File: src/sv/mfd_pkg.sv
// shared types, constants and codes of the motor feedback frame decoder
package mfd_pkg;

  localparam int unsigned PULSES_PER_TURN_DEF = 4096;

  localparam int unsigned FRAME_LEN   = 7;
  localparam int unsigned COUNT_W     = $clog2(FRAME_LEN);
  localparam logic [7:0]  HEADER      = 8'hA5;
  localparam logic [7:0]  CODE_SPEED  = 8'h02;
  localparam logic [7:0]  CODE_PULSE  = 8'h04;
  localparam int unsigned ANGLE_SCALE = 360;

  localparam int unsigned READ_W  = 16;
  localparam int unsigned SPEED_W = 17;
  localparam int unsigned POS_W   = 32;
  localparam int unsigned ANGLE_W = 29;
  localparam int unsigned DIFF_W  = 19;

  // angle datapath: |total| * 360 < 2**PROD_W, reciprocal fits PROD_W + 2 bits
  localparam int unsigned PROD_W  = 40;
  localparam int unsigned PART_W  = PROD_W / 2;
  localparam int unsigned RECIP_W = PROD_W + 2;
  localparam int unsigned RPART_W = RECIP_W / 2;
  localparam int unsigned PP_W    = PART_W + RPART_W;
  localparam int unsigned SUM_W   = PP_W + RPART_W + 1;
  localparam int unsigned FIN_W   = SUM_W + PART_W + 3;

  localparam int unsigned IN_W  = 16;
  localparam int unsigned OUT_W = 224;

  localparam int unsigned APB_AW = 4;
  localparam int unsigned APB_DW = 32;

  typedef logic signed [SPEED_W-1:0] speed_t;
  typedef logic signed [POS_W-1:0]   pos_t;
  typedef logic signed [ANGLE_W-1:0] angle_t;

  typedef enum logic [1:0] {
    FRAME_SPEED = 2'd0,
    FRAME_PULSE = 2'd1,
    FRAME_OTHER = 2'd2
  } frame_kind_t;

  typedef enum logic [1:0] {
    REG_LEFT_NEGATIVE  = 2'd0,
    REG_RIGHT_NEGATIVE = 2'd1,
    REG_LOCK_FOLLOW    = 2'd2
  } reg_index_t;

  typedef struct packed {
    logic left_negative;
    logic right_negative;
    logic lock_follow;
  } cfg_t;

  localparam cfg_t CFG_RESET = '{left_negative: 1'b0, right_negative: 1'b1, lock_follow: 1'b1};

  typedef struct packed {
    logic done;
    logic last_slot;
  } dec_status_t;

  typedef struct packed {
    logic busy;
    logic valid;
  } ang_status_t;

endpackage

File: src/sv/motor_feedback_frame_decoder.sv
// top level of the motor feedback frame decoder: config registers, stream ports
//
// Input stream (s_axis): one received UART byte per request, plus the two zero
// requests; bytes may come every cycle. The block hunts for the 0xA5 header,
// gathers 7-byte frames and checks the sum of bytes 0 to 5 against byte 6.
// Output stream (m_axis): one result per frame with a good sum, none for bad
// frames. Speeds, totals and locks hold between frames.
// The result shows on m_axis_tvalid after the byte that completes the frame
// is taken, through the done register, the angle pipeline (magnitude times
// 360, reciprocal partial products, two sum stages) and the output register.
// Throughput: one byte per cycle. Only the frame's last byte can be held off,
// while the previous result is still in the angle pipeline or waits at the
// output; with frames of 7 bytes and a ready receiver no byte ever waits.
// A stalled receiver keeps the result on m_axis_tdata; bytes that do not end
// a frame are still taken, zero requests still latch.
// Reset clears the frame buffer, totals, locks, speeds, pending zero requests
// and loads the register defaults (left 0, right negated, lock follows).
// The APB port has left_negative at 0x0, right_negative at 0x4 and lock_follow
// at 0x8, bit 0 each; write them only while no frame is in flight.
module motor_feedback_frame_decoder #(
  parameter int unsigned PULSES_PER_TURN = mfd_pkg::PULSES_PER_TURN_DEF
) (
  input  logic                       clk,
  input  logic                       rst,
  input  logic                       s_axis_tvalid,
  output logic                       s_axis_tready,
  // rx_byte [7:0], zero_left [8], zero_right [9], zero fill [15:10]
  input  logic [mfd_pkg::IN_W-1:0]   s_axis_tdata,
  output logic                       m_axis_tvalid,
  input  logic                       m_axis_tready,
  // frame_kind [1:0], left_speed [18:2], right_speed [35:19],
  // left_total [67:36], right_total [99:68], left_angle [128:100],
  // right_angle [157:129], left_lock [189:158], right_lock [221:190],
  // zero fill [223:222]
  output logic [mfd_pkg::OUT_W-1:0]  m_axis_tdata,
  input  logic                       psel,
  input  logic                       penable,
  input  logic                       pwrite,
  input  logic [mfd_pkg::APB_AW-1:0] paddr,
  input  logic [mfd_pkg::APB_DW-1:0] pwdata,
  output logic [mfd_pkg::APB_DW-1:0] prdata,
  output logic                       pready
);

  mfd_pkg::cfg_t        cfg;
  mfd_pkg::reg_index_t  reg_index;
  logic                 cfg_write;

  mfd_pkg::dec_status_t dec_status;
  mfd_pkg::ang_status_t ang_status;
  mfd_pkg::frame_kind_t kind;
  mfd_pkg::speed_t      speed [2];
  mfd_pkg::pos_t        total [2];
  mfd_pkg::pos_t        lock [2];
  mfd_pkg::angle_t      angle [2];

  logic                 in_accept;
  logic                 pipe_busy;
  logic                 out_valid;

  assign pready    = 1'b1;
  assign reg_index = mfd_pkg::reg_index_t'(paddr[3:2]);
  assign cfg_write = psel & penable & pwrite & pready;

  always_ff @(posedge clk) begin
    if (rst) begin
      cfg <= mfd_pkg::CFG_RESET;
    end else if (cfg_write) begin
      unique case (reg_index)
        mfd_pkg::REG_LEFT_NEGATIVE:  cfg.left_negative  <= pwdata[0];
        mfd_pkg::REG_RIGHT_NEGATIVE: cfg.right_negative <= pwdata[0];
        mfd_pkg::REG_LOCK_FOLLOW:    cfg.lock_follow    <= pwdata[0];
        default: begin
        end
      endcase
    end
  end

  always_comb begin
    unique case (reg_index)
      mfd_pkg::REG_LEFT_NEGATIVE:  prdata = mfd_pkg::APB_DW'(cfg.left_negative);
      mfd_pkg::REG_RIGHT_NEGATIVE: prdata = mfd_pkg::APB_DW'(cfg.right_negative);
      mfd_pkg::REG_LOCK_FOLLOW:    prdata = mfd_pkg::APB_DW'(cfg.lock_follow);
      default:                     prdata = '0;
    endcase
  end

  // one result in flight at a time; only a frame's last byte waits for it
  assign pipe_busy = dec_status.done | ang_status.busy | ang_status.valid |
                     (out_valid & ~m_axis_tready);
  assign s_axis_tready = ~(dec_status.last_slot & pipe_busy);
  assign in_accept     = s_axis_tvalid & s_axis_tready;

  mfd_decoder #(
    .PULSES_PER_TURN(PULSES_PER_TURN)
  ) u_decoder (
    .clk       (clk),
    .rst       (rst),
    .accept    (in_accept),
    .rx_byte   (s_axis_tdata[7:0]),
    .zero_left (s_axis_tdata[8]),
    .zero_right(s_axis_tdata[9]),
    .cfg       (cfg),
    .status    (dec_status),
    .kind      (kind),
    .speed     (speed),
    .total     (total),
    .lock      (lock)
  );

  mfd_angle #(
    .PULSES_PER_TURN(PULSES_PER_TURN)
  ) u_angle (
    .clk   (clk),
    .rst   (rst),
    .start (dec_status.done),
    .total (total),
    .angle (angle),
    .status(ang_status)
  );

  always_ff @(posedge clk) begin
    if (rst) begin
      out_valid <= 1'b0;
    end else if (ang_status.valid) begin
      out_valid <= 1'b1;
    end else if (m_axis_tready) begin
      out_valid <= 1'b0;
    end
  end

  assign m_axis_tvalid = out_valid;
  assign m_axis_tdata  = {2'b00, lock[1], lock[0], angle[1], angle[0],
                          total[1], total[0], speed[1], speed[0], kind};

`ifndef SYNTHESIS
  a_single_in_flight: assert property (@(posedge clk) disable iff (rst)
    $onehot0({dec_status.done, ang_status.busy, ang_status.valid, out_valid}))
    else $error("more than one frame result in flight");

  a_out_from_pipe: assert property (@(posedge clk) disable iff (rst)
    $rose(out_valid) |-> $past(ang_status.valid))
    else $error("output raised without a finished angle");
`endif

endmodule

File: src/sv/mfd_decoder.sv
// frame assembly, sum check, speed decode and encoder unwrap state
module mfd_decoder #(
  parameter int unsigned PULSES_PER_TURN = mfd_pkg::PULSES_PER_TURN_DEF
) (
  input  logic                      clk,
  input  logic                      rst,
  input  logic                      accept,
  input  logic [7:0]                rx_byte,
  input  logic                      zero_left,
  input  logic                      zero_right,
  input  mfd_pkg::cfg_t             cfg,
  output mfd_pkg::dec_status_t      status,
  output mfd_pkg::frame_kind_t      kind,
  output mfd_pkg::speed_t           speed [2],
  output mfd_pkg::pos_t             total [2],
  output mfd_pkg::pos_t             lock [2]
);

  localparam int unsigned DW = mfd_pkg::DIFF_W;
  localparam int unsigned RW = mfd_pkg::READ_W;
  localparam int unsigned PW = mfd_pkg::POS_W;
  localparam int unsigned CW = mfd_pkg::COUNT_W;
  localparam logic signed [DW-1:0] TURN = DW'(PULSES_PER_TURN);
  localparam logic signed [DW-1:0] HALF = DW'(PULSES_PER_TURN / 2);

  logic [7:0]          fb [mfd_pkg::FRAME_LEN-1];
  logic [CW-1:0]       count;
  logic [RW-1:0]       last_reading [2];
  logic [1:0]          pending;
  logic                done;

  logic                restart;
  logic [CW-1:0]       eff_count;
  logic                complete;
  logic [7:0]          sum;
  logic                good;
  logic                is_speed;
  logic                is_pulse;
  logic [1:0]          pend;
  logic [1:0]          neg;
  logic [RW-1:0]       reading [2];
  mfd_pkg::speed_t     raw_speed [2];
  mfd_pkg::speed_t     speed_new [2];
  logic signed [DW-1:0] diff [2];
  logic signed [DW-1:0] adj [2];
  mfd_pkg::pos_t       total_sum [2];

  always_comb begin
    restart   = (rx_byte == mfd_pkg::HEADER) && (fb[0] != mfd_pkg::HEADER);
    eff_count = restart ? '0 : count;
    complete  = (eff_count == CW'(mfd_pkg::FRAME_LEN - 1));
    sum = '0;
    for (int i = 0; i < mfd_pkg::FRAME_LEN - 1; i++) begin
      sum = sum + fb[i];
    end
    good     = complete && (fb[0] == mfd_pkg::HEADER) && (sum == rx_byte);
    is_speed = (fb[1] == mfd_pkg::CODE_SPEED);
    is_pulse = (fb[1] == mfd_pkg::CODE_PULSE);
    pend     = pending | {zero_right, zero_left};
    neg      = {cfg.right_negative, cfg.left_negative};
    for (int m = 0; m < 2; m++) begin
      reading[m]   = {fb[2 + 2 * m], fb[3 + 2 * m]};
      raw_speed[m] = {reading[m][RW-1], reading[m]};
      speed_new[m] = neg[m] ? -raw_speed[m] : raw_speed[m];
      diff[m] = $signed({3'b000, reading[m]}) - $signed({3'b000, last_reading[m]});
      priority if (diff[m] > HALF) begin
        adj[m] = diff[m] - TURN;
      end else if (diff[m] < -HALF) begin
        adj[m] = diff[m] + TURN;
      end else begin
        adj[m] = diff[m];
      end
      total_sum[m] = total[m] + {{(PW - DW){adj[m][DW-1]}}, adj[m]};
    end
  end

  always_ff @(posedge clk) begin
    if (rst) begin
      for (int i = 0; i < mfd_pkg::FRAME_LEN - 1; i++) begin
        fb[i] <= '0;
      end
      count   <= '0;
      pending <= '0;
      done    <= 1'b0;
      kind    <= mfd_pkg::FRAME_SPEED;
      for (int m = 0; m < 2; m++) begin
        last_reading[m] <= '0;
        total[m]        <= '0;
        lock[m]         <= '0;
        speed[m]        <= '0;
      end
    end else begin
      done <= 1'b0;
      if (accept) begin
        pending <= pend;
        if (complete) begin
          count <= '0;
        end else begin
          count         <= eff_count + CW'(1);
          fb[eff_count] <= rx_byte;
        end
        if (good) begin
          done <= 1'b1;
          priority if (is_speed) begin
            kind <= mfd_pkg::FRAME_SPEED;
            for (int m = 0; m < 2; m++) begin
              speed[m] <= speed_new[m];
            end
          end else if (is_pulse) begin
            kind    <= mfd_pkg::FRAME_PULSE;
            pending <= '0;
            for (int m = 0; m < 2; m++) begin
              last_reading[m] <= reading[m];
              total[m]        <= pend[m] ? '0 : total_sum[m];
              lock[m]         <= pend[m] ? '0 : (cfg.lock_follow ? total_sum[m] : lock[m]);
            end
          end else begin
            kind <= mfd_pkg::FRAME_OTHER;
          end
        end
      end
    end
  end

  assign status.done      = done;
  assign status.last_slot = (count == CW'(mfd_pkg::FRAME_LEN - 1));

`ifndef SYNTHESIS
  a_done_clears_count: assert property (@(posedge clk) disable iff (rst)
    done |-> (count == '0))
    else $error("frame result without cleared byte count");

  a_total_moves_on_done: assert property (@(posedge clk) disable iff (rst)
    (!$stable(total[0]) || !$stable(total[1])) |-> done)
    else $error("pulse total changed without a good frame");

  a_done_after_accept: assert property (@(posedge clk) disable iff (rst)
    done |-> $past(accept))
    else $error("frame result without an accepted byte");
`endif

endmodule

File: src/sv/mfd_angle.sv
// pipelined angle unit: trunc(total * 360 / pulses per turn) by reciprocal product
module mfd_angle #(
  parameter int unsigned PULSES_PER_TURN = mfd_pkg::PULSES_PER_TURN_DEF
) (
  input  logic                 clk,
  input  logic                 rst,
  input  logic                 start,
  input  mfd_pkg::pos_t        total [2],
  output mfd_pkg::angle_t      angle [2],
  output mfd_pkg::ang_status_t status
);

  localparam int unsigned PW   = mfd_pkg::PROD_W;
  localparam int unsigned HW   = mfd_pkg::PART_W;
  localparam int unsigned RHW  = mfd_pkg::RPART_W;
  localparam int unsigned PPW  = mfd_pkg::PP_W;
  localparam int unsigned SW   = mfd_pkg::SUM_W;
  localparam int unsigned FW   = mfd_pkg::FIN_W;
  localparam int unsigned AW   = mfd_pkg::ANGLE_W;
  localparam int unsigned LOGD = $clog2(PULSES_PER_TURN);
  localparam int unsigned SH   = PW + LOGD;
  localparam logic [63:0] RECIP =
    ((64'd1 << SH) + 64'(PULSES_PER_TURN) - 64'd1) / 64'(PULSES_PER_TURN);
  localparam logic [RHW-1:0] RECIP_LO = RECIP[RHW-1:0];
  localparam logic [RHW-1:0] RECIP_HI = RECIP[2*RHW-1:RHW];

  logic            v_a, v_b, v_c, v_d;
  logic [1:0]      sign_a, sign_b, sign_c;
  logic [PW-1:0]   prod_a [2];
  logic [PPW-1:0]  pp_ll [2];
  logic [PPW-1:0]  pp_lh [2];
  logic [PPW-1:0]  pp_hl [2];
  logic [PPW-1:0]  pp_hh [2];
  logic [SW-1:0]   s_lo [2];
  logic [SW-1:0]   s_hi [2];

  logic [31:0]     mag [2];
  logic [FW-1:0]   fin [2];
  logic [AW-1:0]   quo [2];

  always_comb begin
    for (int m = 0; m < 2; m++) begin
      mag[m] = total[m][31] ? 32'(-total[m]) : 32'(total[m]);
      fin[m] = FW'(s_lo[m]) + (FW'(s_hi[m]) << HW);
      quo[m] = fin[m][SH +: AW];
    end
  end

  always_ff @(posedge clk) begin
    if (rst) begin
      v_a <= 1'b0;
      v_b <= 1'b0;
      v_c <= 1'b0;
      v_d <= 1'b0;
    end else begin
      v_a <= start;
      v_b <= v_a;
      v_c <= v_b;
      v_d <= v_c;
    end
  end

  always_ff @(posedge clk) begin
    sign_a <= {total[1][31], total[0][31]};
    sign_b <= sign_a;
    sign_c <= sign_b;
    for (int m = 0; m < 2; m++) begin
      prod_a[m] <= PW'(mag[m]) * PW'(mfd_pkg::ANGLE_SCALE);
      pp_ll[m]  <= PPW'(prod_a[m][HW-1:0]) * PPW'(RECIP_LO);
      pp_lh[m]  <= PPW'(prod_a[m][HW-1:0]) * PPW'(RECIP_HI);
      pp_hl[m]  <= PPW'(prod_a[m][PW-1:HW]) * PPW'(RECIP_LO);
      pp_hh[m]  <= PPW'(prod_a[m][PW-1:HW]) * PPW'(RECIP_HI);
      s_lo[m]   <= SW'(pp_ll[m]) + (SW'(pp_lh[m]) << RHW);
      s_hi[m]   <= SW'(pp_hl[m]) + (SW'(pp_hh[m]) << RHW);
      if (v_c) begin
        angle[m] <= sign_c[m] ? AW'(-quo[m]) : quo[m];
      end
    end
  end

  assign status.busy  = v_a | v_b | v_c;
  assign status.valid = v_d;

endmodule

File: config.mk
export PLATFORM = sky130hd
export DESIGN_NAME = motor_feedback_frame_decoder
export DESIGN_NICKNAME = d
export VERILOG_FILES = /design/src/sv/mfd_pkg.sv /design/src/sv/motor_feedback_frame_decoder.sv /design/src/sv/mfd_decoder.sv /design/src/sv/mfd_angle.sv
export SDC_FILE = /design/constraint.sdc
export NUM_CORES = 1
export LEC_CHECK = 0
export ABC_AREA = 1
export BUFFER_PORTS_ARGS = -buffer_cell sky130_fd_sc_hd__buf_2
export CORE_UTILIZATION = 35
export DETAILED_ROUTE_END_ITERATION = 10
export PLACE_DENSITY_LB_ADDON = 0.3
export SETUP_SLACK_MARGIN = 0.02
export SYNTH_ARGS = -nofsm -noshare
export SYNTH_HDL_FRONTEND = slang
export SYNTH_SLANG_ARGS = --single-unit
File: constraint.sdc
create_clock -name clk -period 10.4 [get_ports clk]
set_input_delay 1.04 -clock clk [delete_from_list [all_inputs] [get_ports clk]]
set_output_delay 1.04 -clock clk [all_outputs]
set_load 0.02 [all_outputs]
==> out/qor.csv <==
stage,metric,value,unit
run_status,run_status,finished clean,
cells_and_area,finalCoreUtilization,40.0,%
pwr,net-switching-power,1.33,mW
cells_and_area,postLayoutCellArea,0.0361,mm²
route,via_count,25800,
cts,post_cts_resize_count,0,
floorplan,start_util,35.4,%
timing,finClkSkew,0.0378,ns
worst_setup_path,worst-setup-path-type,reg2reg,
worst_setup_path,critPathMaxFanout,6,
pwr,sequentialPowerShare,42.7,%
yosys,syn-instance-count,3921,
min_path,hold_path.class,reg2reg,
timing,period_needed,6.21,ns
pwr,share_comb_of_total_power,14.9,%
cells_and_area,final_nets,4626,
timing,slew_headroom,23.8,%
global_route,grt_use_total,18.7,%
timing,final.period_utilization,59.8,%
route,routed.top_layer,met5,
cts,clock-sinks,490,
cts,post_cts_hold_buffer_count,0,
global_route,grt_max_degree,71,
pwr,ir_drop_worst_case_vdd,0.118,mV
cts,clk_path_buf_depth,3,
global_route,grt_pass1_vias,25400,
yosys,synth_sequential_area_ratio,35.1,%
cts,postCtsSetupBuffers,0,
pwr,overall_power_of_the_completed_layout,4.68,mW
pwr,clock_power_share,42.4,%
worst_setup_path,required,10.87,ns
yosys,synthesis.area,0.0319,mm²
worst_setup_path,cp_data_arrival_time,6.69,ns
cells_and_area,drive_above_1_share,9.11,%
floorplan,io-pin-count,318,
global_route,grt_pass1_wl,138000,µm
timing,tightest_slew,1.14,ns
yosys,synth.distinct_cells,57,
route,dr.first_iter.drc_count,1450,
floorplan,floorplan.die_area,0.0924,mm²
place,gp_routability_congestion,0.916,
timing,maxClockFrequency,161,MHz
cts,cts_root_buf,clkbuf_16,
global_route,grt.overflow.total,0,
route,drt_pre_antenna_iters,7,
cells_and_area,layout-area-overhead-vs-synth,13.1,%
timing,setup_repair_after_global_routing_missed_its_margin,no,
pwr,p_leak,17.9,nW
route,met1Wirelength,42800,µm
floorplan,core.rowCount,110,
yosys,asyncSetResetFlopFracSynth,0,%
floorplan,die_h,304,µm
route,drc,0,
yosys,post_synth.cell_area_avg,8.14,µm²
cells_and_area,flip_flop_and_latch_area,0.0112,mm²
floorplan,die-width,304,µm
route,average_detailed_routed_wire_length_per_instance,16.2,µm
yosys,ys_ff_latch,490,
worst_setup_path,crit_path_end_kind,flip-flop,
yosys,synth-edff-count,138,
cells_and_area,insertedDiodeCount,0,
cts,clk-insertion-delay-late,0.63,ns
yosys,synth_ff_type,dfxtp_1,
floorplan,core-area,0.0901,mm²
flow_run,maxCapViolations,0,
route,wl_met3,5240,µm
route,drt-total-wl,87400,µm
worst_setup_path,startpoint_type,flip-flop,
cells_and_area,fill_cells,9325,
pwr,fraction_of_power_spent_switching_nets,28.4,%
place,postPlaceCellArea,0.0342,mm²
cells_and_area,multi_input_gate_area,0.0178,mm²
pwr,power.density,130,mW/mm²
yosys,ys_warn_count,0,
route,wl_met2,37500,µm
timing,finalSetupViolCount,0,
route,vias_per_cell,4.78,
cts,cts_tree,built,
cts,cts.reportedPaths.clkPinSlew,0.06,ns
pwr,cellInternalPower,3.35,mW
place,dp.final_hpwl,70100,µm
global_route,grt_antenna_before_repair,1,
timing,hold_violations,0,
timing,setup_total_negative_slack,0,ns
timing,slew_violations,0,
cts,numCtsBuffers,57,
route,ant_nets,0,
place,buffer_ports.inserted,244,
cts,htree_num_levels,2,
-- routing by layer --
metal,vias up,track usage [%]
li1,13300,-
met1,11800,26.1
met2,636,29.7
met3,102,3.68
met4,2,4.30
met5,-,0
-- power groups by stage --
stage / combinational (mW) / sequential (mW) / clock (mW)
6_report: 0.696 / 2.00 / 1.99
5_1_grt: 0.794 / 2.00 / 2.12
4_1_cts: 0.693 / 2.00 / 2.05
3_5_place_dp: 0.688 / 2.04 / 0
3_3_place_gp: 0.684 / 2.04 / 0
2_1_floorplan: 0.532 / 2.03 / 0
-- cell families (layout without fill, tap and decap cells) --
group | count (synthesis) | count (layout) | share of synthesized area, %
buffers and inverters | 758 | 1018 | 9.64
multiplexers | 2 | 2 | 0.0667
XOR/XNOR | 236 | 236 | 6.48
other | 2 | 34 | 0.0235
AO/OA/AOI/OAI | 739 | 739 | 12.6
adder cells (fa/ha/maj) | 401 | 401 | 19.1
flip-flops | 490 | 490 | 35.1
AND/OR/NAND/NOR | 1293 | 1293 | 17.0
-- final timing paths --
check                   startpoint                     to  slack, ns  depth (start not counted)
min reg2reg  u_angle.prod_a[0][54]   u_angle.pp_hh[0][20]       0.32                          0
max reg2reg    u_decoder.total[32]  u_angle.prod_a[0][31]       4.19                         27
min          u_angle.prod_a[0][54]   u_angle.pp_hh[0][20]       0.32                          0
max            u_decoder.total[32]  u_angle.prod_a[0][31]       4.19                         27
-- flip-flops by register name, indices dropped and copies added, names as in the netlist --
register                count
cfg                         3
m_axis_tvalid               1
u_angle.angle              58
u_angle.pp_hh              40
u_angle.pp_lh              16
u_angle.prod_a             56
u_angle.s_hi               40
u_angle.s_lo               16
u_angle.sign_a              2
u_angle.sign_b              2
u_angle.sign_c              2
u_angle.v_a                 1
u_angle.v_b                 1
u_angle.v_c                 1
u_angle.v_d                 1
u_decoder.count             3
u_decoder.done              1
u_decoder.fb               48
u_decoder.kind              2
u_decoder.last_reading     32
u_decoder.lock             64
u_decoder.pending           2
u_decoder.speed            34
u_decoder.total            64
-- critical path, stage by stage (launching register included) --
cell and delay [ns]:
dfxtp_1 0.42, inv_1 0.13, ha_1 0.15, inv_1 0.05, nor3_1 0.32, nand3_1 0.18, nor3_1 0.32, nand3_1 0.16
nor3_1 0.35, nand3_1 0.17, nand2_1 0.11, xor2_1 0.25, ha_1 0.31, inv_1 0.08, fa_1 0.40, inv_1 0.08
fa_1 0.43, ha_1 0.41, nand2_1 0.10, nor2_1 0.16, nand4_1 0.10, o21bai_1 0.37, a21oi_1 0.18, o21bai_1 0.26
a21oi_1 0.18, nor3_1 0.16, nor2_1 0.07, xnor2_1 0.15
-- stage by stage --
step,hold slack (ns),instances,setup WS (ns)
global route,0.328,5389,3.84
floorplan,0.310,3953,5.38
detailed placement,0.312,5283,4.35
global placement,0.311,5283,4.43
finish,0.320,5389,4.19
CTS,0.321,5389,4.31
-- cell usage after synthesis (20+ instances only) --
master,n,area (µm²)
buf_4,38,285
o21ai_1,25,125
clkbuf_1,34,128
a21oi_1,311,1560
o21ai_0,267,1340
nand2_1,586,2200
xor2_1,176,1540
nand4_1,49,307
xnor2_1,60,526
ha_1,256,3200
dfxtp_1,352,7050
nand3_1,149,746
nor3_1,53,265
a31oi_1,20,125
nor2_1,391,1470
inv_1,650,2440
edfxtp_1,138,4140
fa_1,145,2900
o22ai_1,38,238
-- cells in the final DEF, fill, tap and decap left out, types with 14 or more instances in the layout --
master | Yosys | layout
inv_1 | 650 | 649
a21oi_1 | 311 | 311
clkbuf_16 | 0 | 60
o21ai_1 | 25 | 25
nor2_1 | 391 | 390
dfxtp_1 | 352 | 351
nor3_1 | 53 | 53
nand4_1 | 49 | 49
nand2_1 | 586 | 585
edfxtp_1 | 138 | 138
conb_1 | 2 | 34
a31oi_1 | 20 | 20
nor4_1 | 19 | 19
buf_2 | 19 | 244
fa_1 | 145 | 145
o21ai_0 | 267 | 267
xor2_1 | 176 | 176
o22ai_1 | 38 | 38
o211ai_1 | 14 | 14
ha_1 | 256 | 256
xnor2_1 | 60 | 60
nand3_1 | 149 | 149
-- final cells by class --
class                      count  area share (%)
multi-input combinational   2705            49.3
sequential                   490            31.0
inverter                     658            6.88
clock buffer                  73            4.33
tap                         1176            4.08
timing repair buffer         254            3.59
clock inverter                33           0.832
Power figures use the tool's default switching activity.
